$ cat src/sv/sts_pkg.sv
// Shared types and constants for the S-expression token scanner.
package sts_pkg;

  // Token kinds as reported on the result channel
  typedef enum logic [2:0] {
    KIND_OPEN      = 3'd0,
    KIND_CLOSE     = 3'd1,
    KIND_NUMERIC   = 3'd2,
    KIND_LITERAL   = 3'd3,
    KIND_BAD_ATOM  = 3'd4,
    KIND_UNKNOWN   = 3'd5,
    KIND_LINE_DONE = 3'd6
  } kind_t;

  // Atom scan state
  typedef enum logic [1:0] {
    MODE_IDLE = 2'd0,
    MODE_LIT  = 2'd1,
    MODE_NUM  = 2'd2,
    MODE_BAD  = 2'd3
  } mode_t;

  localparam logic [7:0]  CH_SPACE  = 8'd32;
  localparam logic [7:0]  CH_OPEN   = 8'd40;
  localparam logic [7:0]  CH_CLOSE  = 8'd41;
  localparam logic [7:0]  CH_ZERO   = 8'd48;
  localparam logic [7:0]  CH_NINE   = 8'd57;
  localparam logic [7:0]  CH_UPPER_A = 8'd65;
  localparam logic [7:0]  CH_UPPER_Z = 8'd90;
  localparam logic [30:0] VALUE_MAX = 31'h7FFF_FFFF;

  // One result item
  typedef struct packed {
    kind_t              token_kind;
    logic [30:0]        atom_value;
    logic               value_overflow;
    logic [7:0]         atom_length;
    logic [31:0]        open_count;
    logic [31:0]        close_count;
    logic [31:0]        numeric_count;
    logic signed [31:0] numeric_total;
    logic [31:0]        literal_count;
    logic               last;
  } res_t;

  // Results caused by one input item
  typedef struct packed {
    logic [1:0] count;
    res_t       first;
    res_t       second;
  } pair_t;

endpackage

$ cat src/sv/sts_if.sv
// Handshake interfaces for the scanner's input and result channels.
interface sts_in_if;
  logic       valid;
  logic       ready;
  logic [7:0] char_code;
  logic       line_end;

  modport source(output valid, char_code, line_end, input ready);
  modport sink(input valid, char_code, line_end, output ready);
endinterface

interface sts_out_if;
  logic               valid;
  logic               ready;
  logic [2:0]         token_kind;
  logic [30:0]        atom_value;
  logic               value_overflow;
  logic [7:0]         atom_length;
  logic [31:0]        open_count;
  logic [31:0]        close_count;
  logic [31:0]        numeric_count;
  logic signed [31:0] numeric_total;
  logic [31:0]        literal_count;
  logic               last;

  modport source(output valid, token_kind, atom_value, value_overflow, atom_length,
                 open_count, close_count, numeric_count, numeric_total,
                 literal_count, last, input ready);
  modport sink(input valid, token_kind, atom_value, value_overflow, atom_length,
               open_count, close_count, numeric_count, numeric_total,
               literal_count, last, output ready);
endinterface

$ cat src/sv/sts_scan.sv
// Scanner state and per-character token logic; builds the results of one item.
module sts_scan #(
  parameter int COUNT_WIDTH  = 32,
  parameter int LENGTH_WIDTH = 8
) (
  input  logic          clk,
  input  logic          rst,
  input  logic          accept,
  input  logic [7:0]    char_code,
  input  logic          line_end,
  output sts_pkg::pair_t pair
);

  typedef logic [COUNT_WIDTH-1:0]  cnt_t;
  typedef logic [LENGTH_WIDTH-1:0] len_t;

  sts_pkg::mode_t mode, mode_next;
  logic [30:0]    val, val_next;
  logic           ovf, ovf_next;
  len_t           len, len_next;
  logic           halted, halted_next;
  cnt_t           ot, ot_next, ct, ct_next, nt, nt_next, lt, lt_next;
  logic [31:0]    ns, ns_next;

  function automatic cnt_t bump(input cnt_t x);
    return (x == '1) ? x : x + 1'b1;
  endfunction

  function automatic logic [31:0] cnt32(input cnt_t x);
    logic [63:0] w;
    w = 64'(x);
    return w[31:0];
  endfunction

  function automatic logic [7:0] len8(input len_t x);
    logic [15:0] w;
    w = 16'(x);
    return w[7:0];
  endfunction

  function automatic sts_pkg::res_t make_res(input sts_pkg::kind_t k, input logic [30:0] v,
                                             input logic o, input len_t l, input cnt_t a,
                                             input cnt_t b, input cnt_t n, input logic [31:0] s,
                                             input cnt_t t);
    sts_pkg::res_t r;
    r.token_kind     = k;
    r.atom_value     = v;
    r.value_overflow = o;
    r.atom_length    = len8(l);
    r.open_count     = cnt32(a);
    r.close_count    = cnt32(b);
    r.numeric_count  = cnt32(n);
    r.numeric_total  = s;
    r.literal_count  = cnt32(t);
    r.last           = 1'b0;
    return r;
  endfunction

  logic          digit, upper, stop;
  logic [3:0]    dig;
  logic [34:0]   v10;
  logic [1:0]    ne;
  sts_pkg::res_t res [2];

  assign digit = (char_code >= sts_pkg::CH_ZERO) && (char_code <= sts_pkg::CH_NINE);
  assign upper = (char_code >= sts_pkg::CH_UPPER_A) && (char_code <= sts_pkg::CH_UPPER_Z);
  assign dig   = 4'(char_code - sts_pkg::CH_ZERO);
  // value * 10 + digit as two shifts and adds
  assign v10   = 35'({val, 3'b000}) + 35'({val, 1'b0}) + 35'(dig);

  // Next state and emitted results
  always_comb begin
    mode_next   = mode;
    val_next    = val;
    ovf_next    = ovf;
    len_next    = len;
    halted_next = halted;
    ot_next     = ot;
    ct_next     = ct;
    nt_next     = nt;
    ns_next     = ns;
    lt_next     = lt;
    stop        = 1'b0;
    ne          = 2'd0;
    res[0]      = '0;
    res[1]      = '0;
    if (accept && !halted) begin
      if (!line_end && (mode != sts_pkg::MODE_IDLE) && (digit || upper)) begin
        // extend the pending atom
        if (len != '1) len_next = len + 1'b1;
        if (mode == sts_pkg::MODE_NUM && upper) begin
          mode_next = sts_pkg::MODE_BAD;
        end else if (mode == sts_pkg::MODE_NUM) begin
          if (v10 > 35'(sts_pkg::VALUE_MAX)) begin
            val_next = sts_pkg::VALUE_MAX;
            ovf_next = 1'b1;
          end else begin
            val_next = v10[30:0];
          end
        end
      end else begin
        // flush any pending atom
        mode_next = sts_pkg::MODE_IDLE;
        case (mode)
          sts_pkg::MODE_NUM: begin
            nt_next = bump(nt);
            ns_next = ns + 32'(val);
            res[ne[0]] = make_res(sts_pkg::KIND_NUMERIC, val, ovf, len,
                                  ot_next, ct_next, nt_next, ns_next, lt_next);
            ne = ne + 2'd1;
          end
          sts_pkg::MODE_LIT: begin
            lt_next = bump(lt);
            res[ne[0]] = make_res(sts_pkg::KIND_LITERAL, '0, 1'b0, len,
                                  ot_next, ct_next, nt_next, ns_next, lt_next);
            ne = ne + 2'd1;
          end
          sts_pkg::MODE_BAD: begin
            res[ne[0]] = make_res(sts_pkg::KIND_BAD_ATOM, '0, 1'b0, len,
                                  ot_next, ct_next, nt_next, ns_next, lt_next);
            ne = ne + 2'd1;
            halted_next = 1'b1;
            stop = 1'b1;
          end
          default: ;
        endcase
        // then the current character or line end
        if (!stop) begin
          if (line_end) begin
            res[ne[0]] = make_res(sts_pkg::KIND_LINE_DONE, '0, 1'b0, '0,
                                  ot_next, ct_next, nt_next, ns_next, lt_next);
            ne = ne + 2'd1;
          end else begin
            case (char_code)
              sts_pkg::CH_SPACE: ;
              sts_pkg::CH_OPEN: begin
                ot_next = bump(ot);
                res[ne[0]] = make_res(sts_pkg::KIND_OPEN, '0, 1'b0, '0,
                                      ot_next, ct_next, nt_next, ns_next, lt_next);
                ne = ne + 2'd1;
              end
              sts_pkg::CH_CLOSE: begin
                ct_next = bump(ct);
                res[ne[0]] = make_res(sts_pkg::KIND_CLOSE, '0, 1'b0, '0,
                                      ot_next, ct_next, nt_next, ns_next, lt_next);
                ne = ne + 2'd1;
              end
              default: begin
                if (digit || upper) begin
                  mode_next = upper ? sts_pkg::MODE_LIT : sts_pkg::MODE_NUM;
                  val_next  = upper ? 31'd0 : 31'(dig);
                  ovf_next  = 1'b0;
                  len_next  = len_t'(1);
                end else begin
                  res[ne[0]] = make_res(sts_pkg::KIND_UNKNOWN, '0, 1'b0, '0,
                                        ot_next, ct_next, nt_next, ns_next, lt_next);
                  ne = ne + 2'd1;
                  halted_next = 1'b1;
                end
              end
            endcase
          end
        end
      end
    end
    // mark the final result of this item
    if (ne == 2'd1) res[0].last = 1'b1;
    if (ne == 2'd2) res[1].last = 1'b1;
    pair.count  = ne;
    pair.first  = res[0];
    pair.second = res[1];
  end

  // State registers
  always_ff @(posedge clk) begin
    if (rst) begin
      mode   <= sts_pkg::MODE_IDLE;
      val    <= '0;
      ovf    <= 1'b0;
      len    <= '0;
      halted <= 1'b0;
      ot     <= '0;
      ct     <= '0;
      nt     <= '0;
      ns     <= '0;
      lt     <= '0;
    end else begin
      mode   <= mode_next;
      val    <= val_next;
      ovf    <= ovf_next;
      len    <= len_next;
      halted <= halted_next;
      ot     <= ot_next;
      ct     <= ct_next;
      nt     <= nt_next;
      ns     <= ns_next;
      lt     <= lt_next;
    end
  end

endmodule

$ cat src/sv/sts_out.sv
// Two-entry result register that drains one result item per cycle while dout.ready is high.
module sts_out (
  input  logic           clk,
  input  logic           rst,
  input  logic           load,
  input  sts_pkg::pair_t pair,
  output logic           can_load,
  sts_out_if.source      dout
);

  logic          a_valid, b_valid;
  sts_pkg::res_t a, b;
  logic          fire;

  assign fire     = a_valid && dout.ready;
  // room for a full pair once the head leaves and nothing waits behind it
  assign can_load = !b_valid && (!a_valid || dout.ready);

  // Control
  always_ff @(posedge clk) begin
    if (rst) begin
      a_valid <= 1'b0;
      b_valid <= 1'b0;
    end else if (load && pair.count != 2'd0) begin
      a_valid <= 1'b1;
      b_valid <= (pair.count == 2'd2);
    end else if (fire) begin
      if (b_valid) b_valid <= 1'b0;
      else a_valid <= 1'b0;
    end
  end

  // Payload
  always_ff @(posedge clk) begin
    if (load && pair.count != 2'd0) begin
      a <= pair.first;
      b <= pair.second;
    end else if (fire && b_valid) begin
      a <= b;
    end
  end

  assign dout.valid          = a_valid;
  assign dout.token_kind     = a.token_kind;
  assign dout.atom_value     = a.atom_value;
  assign dout.value_overflow = a.value_overflow;
  assign dout.atom_length    = a.atom_length;
  assign dout.open_count     = a.open_count;
  assign dout.close_count    = a.close_count;
  assign dout.numeric_count  = a.numeric_count;
  assign dout.numeric_total  = a.numeric_total;
  assign dout.literal_count  = a.literal_count;
  assign dout.last           = a.last;

endmodule

$ cat src/sv/sexpr_token_scanner_top.sv
// S-expression token scanner: one character item in, up to two token result items out.
// The first result of an item is shown the cycle after the item is accepted.
// Throughput: one item per cycle while dout.ready is high; an item with two results holds
// the input until the single result port has drained its first result from the two-entry result register.
// Reset (rst, synchronous): scan state, halt flag and all tallies clear to zero,
// result register empties.
module sexpr_token_scanner_top #(
  parameter int COUNT_WIDTH  = 32,
  parameter int LENGTH_WIDTH = 8
) (
  input  logic    clk,
  input  logic    rst,
  sts_in_if.sink  din,
  sts_out_if.source dout
);

  logic           accept, can_load;
  sts_pkg::pair_t pair;

  assign din.ready = can_load;
  assign accept    = din.valid && can_load;

  sts_scan #(
    .COUNT_WIDTH  (COUNT_WIDTH),
    .LENGTH_WIDTH (LENGTH_WIDTH)
  ) u_scan (
    .clk       (clk),
    .rst       (rst),
    .accept    (accept),
    .char_code (din.char_code),
    .line_end  (din.line_end),
    .pair      (pair)
  );

  sts_out u_out (
    .clk      (clk),
    .rst      (rst),
    .load     (accept),
    .pair     (pair),
    .can_load (can_load),
    .dout     (dout)
  );

endmodule

$ cat src/flat_wrapper.sv
// flat-port wrapper written by rule: the top's interface ports become plain ports
module sexpr_token_scanner_top_flat 
#(
  parameter int COUNT_WIDTH  = 32,
  parameter int LENGTH_WIDTH = 8
)
  (clk, rst, din_valid, din_char_code, din_line_end, din_ready, dout_valid, dout_token_kind, dout_atom_value, dout_value_overflow, dout_atom_length, dout_open_count, dout_close_count, dout_numeric_count, dout_numeric_total, dout_literal_count, dout_last, dout_ready);
  sts_in_if din_i ();
  sts_out_if dout_i ();
  input  logic clk;
  input  logic rst;
  input wire logic [$bits(din_i.valid)-1:0] din_valid;
  input wire logic [$bits(din_i.char_code)-1:0] din_char_code;
  input wire logic [$bits(din_i.line_end)-1:0] din_line_end;
  output wire logic [$bits(din_i.ready)-1:0] din_ready;
  output wire logic [$bits(dout_i.valid)-1:0] dout_valid;
  output wire logic [$bits(dout_i.token_kind)-1:0] dout_token_kind;
  output wire logic [$bits(dout_i.atom_value)-1:0] dout_atom_value;
  output wire logic [$bits(dout_i.value_overflow)-1:0] dout_value_overflow;
  output wire logic [$bits(dout_i.atom_length)-1:0] dout_atom_length;
  output wire logic [$bits(dout_i.open_count)-1:0] dout_open_count;
  output wire logic [$bits(dout_i.close_count)-1:0] dout_close_count;
  output wire logic [$bits(dout_i.numeric_count)-1:0] dout_numeric_count;
  output wire logic [$bits(dout_i.numeric_total)-1:0] dout_numeric_total;
  output wire logic [$bits(dout_i.literal_count)-1:0] dout_literal_count;
  output wire logic [$bits(dout_i.last)-1:0] dout_last;
  input wire logic [$bits(dout_i.ready)-1:0] dout_ready;
  assign din_i.valid = din_valid;
  assign din_i.char_code = din_char_code;
  assign din_i.line_end = din_line_end;
  assign din_ready = din_i.ready;
  assign dout_valid = dout_i.valid;
  assign dout_token_kind = dout_i.token_kind;
  assign dout_atom_value = dout_i.atom_value;
  assign dout_value_overflow = dout_i.value_overflow;
  assign dout_atom_length = dout_i.atom_length;
  assign dout_open_count = dout_i.open_count;
  assign dout_close_count = dout_i.close_count;
  assign dout_numeric_count = dout_i.numeric_count;
  assign dout_numeric_total = dout_i.numeric_total;
  assign dout_literal_count = dout_i.literal_count;
  assign dout_last = dout_i.last;
  assign dout_i.ready = dout_ready;
  sexpr_token_scanner_top #(.COUNT_WIDTH(COUNT_WIDTH), .LENGTH_WIDTH(LENGTH_WIDTH)) u_core (.clk(clk), .rst(rst), .din(din_i), .dout(dout_i));
endmodule
$ cat config.mk
export PLATFORM = sky130hd
export DESIGN_NAME = sexpr_token_scanner_top_flat
export DESIGN_NICKNAME = d
export VERILOG_FILES = /design/src/sv/sts_pkg.sv /design/src/sv/sts_if.sv /design/src/sv/sts_scan.sv /design/src/sv/sts_out.sv /design/src/sv/sexpr_token_scanner_top.sv /design/src/flat_wrapper.sv
export SDC_FILE = /design/constraint.sdc
export NUM_CORES = 2
export LEC_CHECK = 0
export BUFFER_PORTS_ARGS = -buffer_cell sky130_fd_sc_hd__buf_2
export CAP_MARGIN = 25
export CORE_MARGIN = 5
export CORE_UTILIZATION = 45
export CTS_CLUSTER_DIAMETER = 60
export DETAILED_ROUTE_END_ITERATION = 12
export PLACE_DENSITY = 0.74
export RECOVER_POWER = 100
export SYNTH_ARGS = -nofsm -noshare
export SYNTH_HDL_FRONTEND = slang
export SYNTH_SLANG_ARGS = --single-unit
export TNS_END_PERCENT = 5
$ cat constraint.sdc
create_clock -name clk -period 9.9 [get_ports clk]
set_input_delay 1.98 -clock clk [delete_from_list [all_inputs] [get_ports clk]]
set_output_delay 1.98 -clock clk [all_outputs]
set_load 0.005 [all_outputs]
==> impl_metrics.py <==
metrics = {
    "run_status": {
        "outcome": "complete, but fails checks",
        "failed_checks": "max-capacitance violations, max-slew violations",
    },
    "global_routing": {
        "grt_overflow": 0,
        "grt_max_degree": 195,
        "grt_util_all_layers_pct": 24.6,
        "grt_antenna_before_repair": 0,
        "wire_length_of_the_first_global_routing_pass_um": 160000,
        "vias_in_the_first_global_route": 27300,
    },
    "cts": {
        "clock-sinks": 573,
        "clkLatencyLatePin_ns": 0.62,
        "cts_post_setup_buffers_inserted": 0,
        "numCtsBuffers": 67,
        "cts-root-buf": "clkbuf_16",
        "post_cts_resized": 0,
        "cts_max_level": 3,
        "cts_tree": "done",
        "clock_tree.buffer_depth": 3,
        "hold_buffers": 0,
        "clock_slew_at_the_register_clock_pins_of_the_worst_setup_and_hold_paths_ns": 0.05,
    },
    "synthesis": {
        "synth_top_cells_by_count": "nor2_1, nand2_1, edfxtp_1",
        "yosysSeqAreaShare_pct": 45.1,
        "yosys.cell_count.top_type": "nor2_1",
        "netlist.area_leader.share_pct": 32.9,
        "cell_types_occupying_the_most_area_after_synthesis": "edfxtp_1, dfxtp_1, nor2_1, a21oi_1, nand2_1",
        "yosys_warnings": 0,
        "synthesis.nets": 3952,
        "dominantRegCellSynth": "edfxtp_1",
        "synth_top_cell_by_area": "edfxtp_1",
        "synth.cell_area_mm2": 0.0336,
        "ys_types": 85,
        "synth.ff_latch_count": 573,
        "asyncSetResetFlopFracSynth_pct": 0,
        "synth_enable_flop_cells": 368,
        "synthesis.instances": 3832,
        "synth.avg_cell_area_um2": 8.76,
    },
    "sta": {
        "hold_viol": 0,
        "finalWorstSetupSlack_ns": 1.44,
        "worst-slew-pin-transition_ns": 3.41,
        "report.final.slew_viol_count": 383,
        "period_needed_ns": 8.46,
        "grt_setup_unrepaired": "no",
        "final.setup_skew_ns": 0.0318,
        "max-slew-margin-rel_pct": -128,
        "achievable-frequency_ghz": 0.118,
        "setup-tns-final_ns": 0,
        "timing.final.crit_share_pct": 85.5,
        "setup-violations-final": 0,
    },
    "placed_design": {
        "place.gp.congestion": 0.929,
        "placed_cells_incl_taps": 4781,
        "detailedPlace.worstSlack_ns": 2.26,
        "port_buffers": 218,
        "post-dp-hpwl_um": 68300,
    },
    "setup_path": {
        "cp.required_ns": 10.22,
        "cell_depth_of_the_worst_flop_to_flop_path": 11,
        "critPathMaxFanout": 59,
        "rr_startpoint": "u_core.u_scan.mode[0]",
        "start_kind": "input port",
        "critical_path_source": "din_char_code[5]",
        "crit_arrival_ns": 8.78,
        "reg2reg_slack_ns": 2.11,
        "setup.worst_path.end_class": "flip-flop",
        "r2r_end": "u_core.u_out.b[25]",
        "setup.worst_path.end": "u_core.u_out.b[25]",
        "category_of_the_critical_setup_timing_path": "input port to flip-flop",
    },
    "power": {
        "net_switching_component_of_the_power_mw": 1.94,
        "comb_power_share_pct": 16.2,
        "internal_power_mw": 4.53,
        "p_total_mw": 6.47,
        "power_leakage_nw": 12.7,
        "worst_ir_drop_vdd_mv": 0.105,
        "p_seq_share_pct": 47.0,
        "switching_share_pct": 29.9,
        "clock_network_fraction_of_design_power_pct": 36.8,
        "power_density_mw_per_mm2": 175,
    },
    "die": {
        "io_pins": 219,
        "placement_rows": 100,
        "floorplan.initialDensity_pct": 45.3,
        "die_area_mm2": 0.0802,
        "floorplan.core_area_mm2": 0.0742,
        "dieHeight_um": 283,
        "die_w_um": 283,
    },
    "route": {
        "antenna_violating_nets_left": 0,
        "totalWireLength_um": 104000,
        "post_drt_wl_per_cell_um": 21.2,
        "drtIter0Drc": 3579,
        "route.detailed.drc": 0,
        "post_drt_via_cell_ratio": 6.15,
        "drtPass1Iterations": 8,
        "vias": 30200,
    },
    "layout": {
        "post_layout_util_pct": 49.9,
        "fill_cells": 6983,
        "antenna_cells_inserted": 0,
        "nets": 4003,
        "drive_above_1_share_pct": 6.27,
        "synthToLayoutAreaGrowth_pct": 10.2,
        "final_cell_count_no_fill": 4906,
    },
    "hold_path": {
        "holdCritStartpoint": "u_core.u_scan.halted",
        "timing.hold.worst.class": "flip-flop to flip-flop",
    },
    "flow_run": {
        "drv.max_cap_violation_count": 8,
    },
}
## layout by cell type (no fill, tap or decap), types with 36 or more instances in the layout
cell / synthesis / layout
nand2_1: 398 / 399
a21oi_1: 319 / 318
buf_2: 40 / 67
xor2_1: 87 / 87
and3_1: 50 / 50
edfxtp_1: 368 / 368
ha_1: 104 / 102
and2_1: 59 / 37
a211oi_1: 45 / 45
a221oi_1: 60 / 61
o21ai_0: 293 / 299
xnor2_1: 99 / 99
clkbuf_1: 232 / 185
inv_1: 49 / 50
a31oi_1: 60 / 58
a21o_1: 52 / 51
nor3_1: 102 / 102
nand4_1: 45 / 45
dfxtp_1: 205 / 205
buf_4: 4 / 40
mux2i_1: 36 / 36
or3_1: 89 / 90
o31ai_1: 47 / 47
nor2_1: 531 / 529
nand3_1: 113 / 113
clkbuf_16: 0 / 67
## power by group through the flow
stage          clock network [mW]  logic, mW  registers (mW)
2_1_floorplan                   0      0.604            3.06
3_3_place_gp                    0       1.05            3.08
3_5_place_dp                    0       1.07            3.08
4_1_cts                      2.41       1.08            3.03
5_1_grt                      2.51       1.14            3.06
6_report                     2.38       1.05            3.04
## stage by stage
stage | hold WS (ns) | instance area (um2)
2_1_floorplan | 0.426 | 33600
3_3_place_gp | 0.439 | 35200
3_5_place_dp | 0.445 | 35200
4_1_cts | 0.453 | 37300
5_1_grt | 0.478 | 37000
6_report | 0.464 | 37000
## worst min-delay path by stage
stage                                       to  cells past startpoint
after detailed placement  u_core.u_scan.halted                      2
after global routing      u_core.u_scan.halted                      2
final                     u_core.u_scan.halted                      2
after floorplan           u_core.u_scan.halted                      2
after CTS                 u_core.u_scan.halted                      2
after global placement    u_core.u_scan.halted                      2
## routing by layer
metal / wire [um] / track usage [%] / up-vias
met5: 0 / 0 / -
met4: 3440 / 7.96 / 0
met3: 10900 / 6.41 / 217
met2: 45800 / 37.6 / 1518
met1: 43800 / 34.2 / 14300
li1: - / - / 14100
## state kept, by name (all words and copies together), names as in the netlist, 32 cells and up
register and cells:
u_core.u_out.b 164, u_core.u_out.dout.close_count 32, u_core.u_out.dout.literal_count 32, u_core.u_out.dout.numeric_count 32, u_core.u_out.dout.numeric_total 32, u_core.u_out.dout.open_count 32
u_core.u_scan.ct 32, u_core.u_scan.lt 32, u_core.u_scan.ns 32, u_core.u_scan.nt 32, u_core.u_scan.ot 32
## cells by family (layout without fill, tap and decap cells)
logic type	count (synthesis)	count (layout)	synth area share (%)
AOI/OAI and AO/OA	1076	1076	19.9
xor gates and xnor gates	186	186	4.85
adders and majority gates	107	107	4.05
buffers and inverters	345	450	4.18
DFF	573	573	45.1
muxes	41	41	1.24
and+or+nand+nor	1504	1504	20.7
## worst max-delay path, stage by stage
cell and delay [ns]:
buf_2 0.10, or3b_1 0.38, a31oi_1 0.27, a21o_1 0.42, inv_1 0.28, o21ai_0 0.26, clkbuf_1 2.43, or3_1 1.73
buf_4 0.73, nor2_1 0.13
## area by class of cell
| type | count | area (um2) | share of cell area [%] |
|---|---|---|---|
| Clock inverter | 26 | 234 | 0.632 |
| Multi-Input combinational cell | 2914 | 17000 | 46.0 |
| Inverter | 53 | 211 | 0.571 |
| Sequential cell | 573 | 15200 | 40.9 |
| Tap cell | 969 | 1210 | 3.28 |
| Timing Repair Buffer | 274 | 1320 | 3.56 |
| Clock buffer | 97 | 1840 | 4.97 |
No activity file was read; power rests on OpenSTA's default activity.
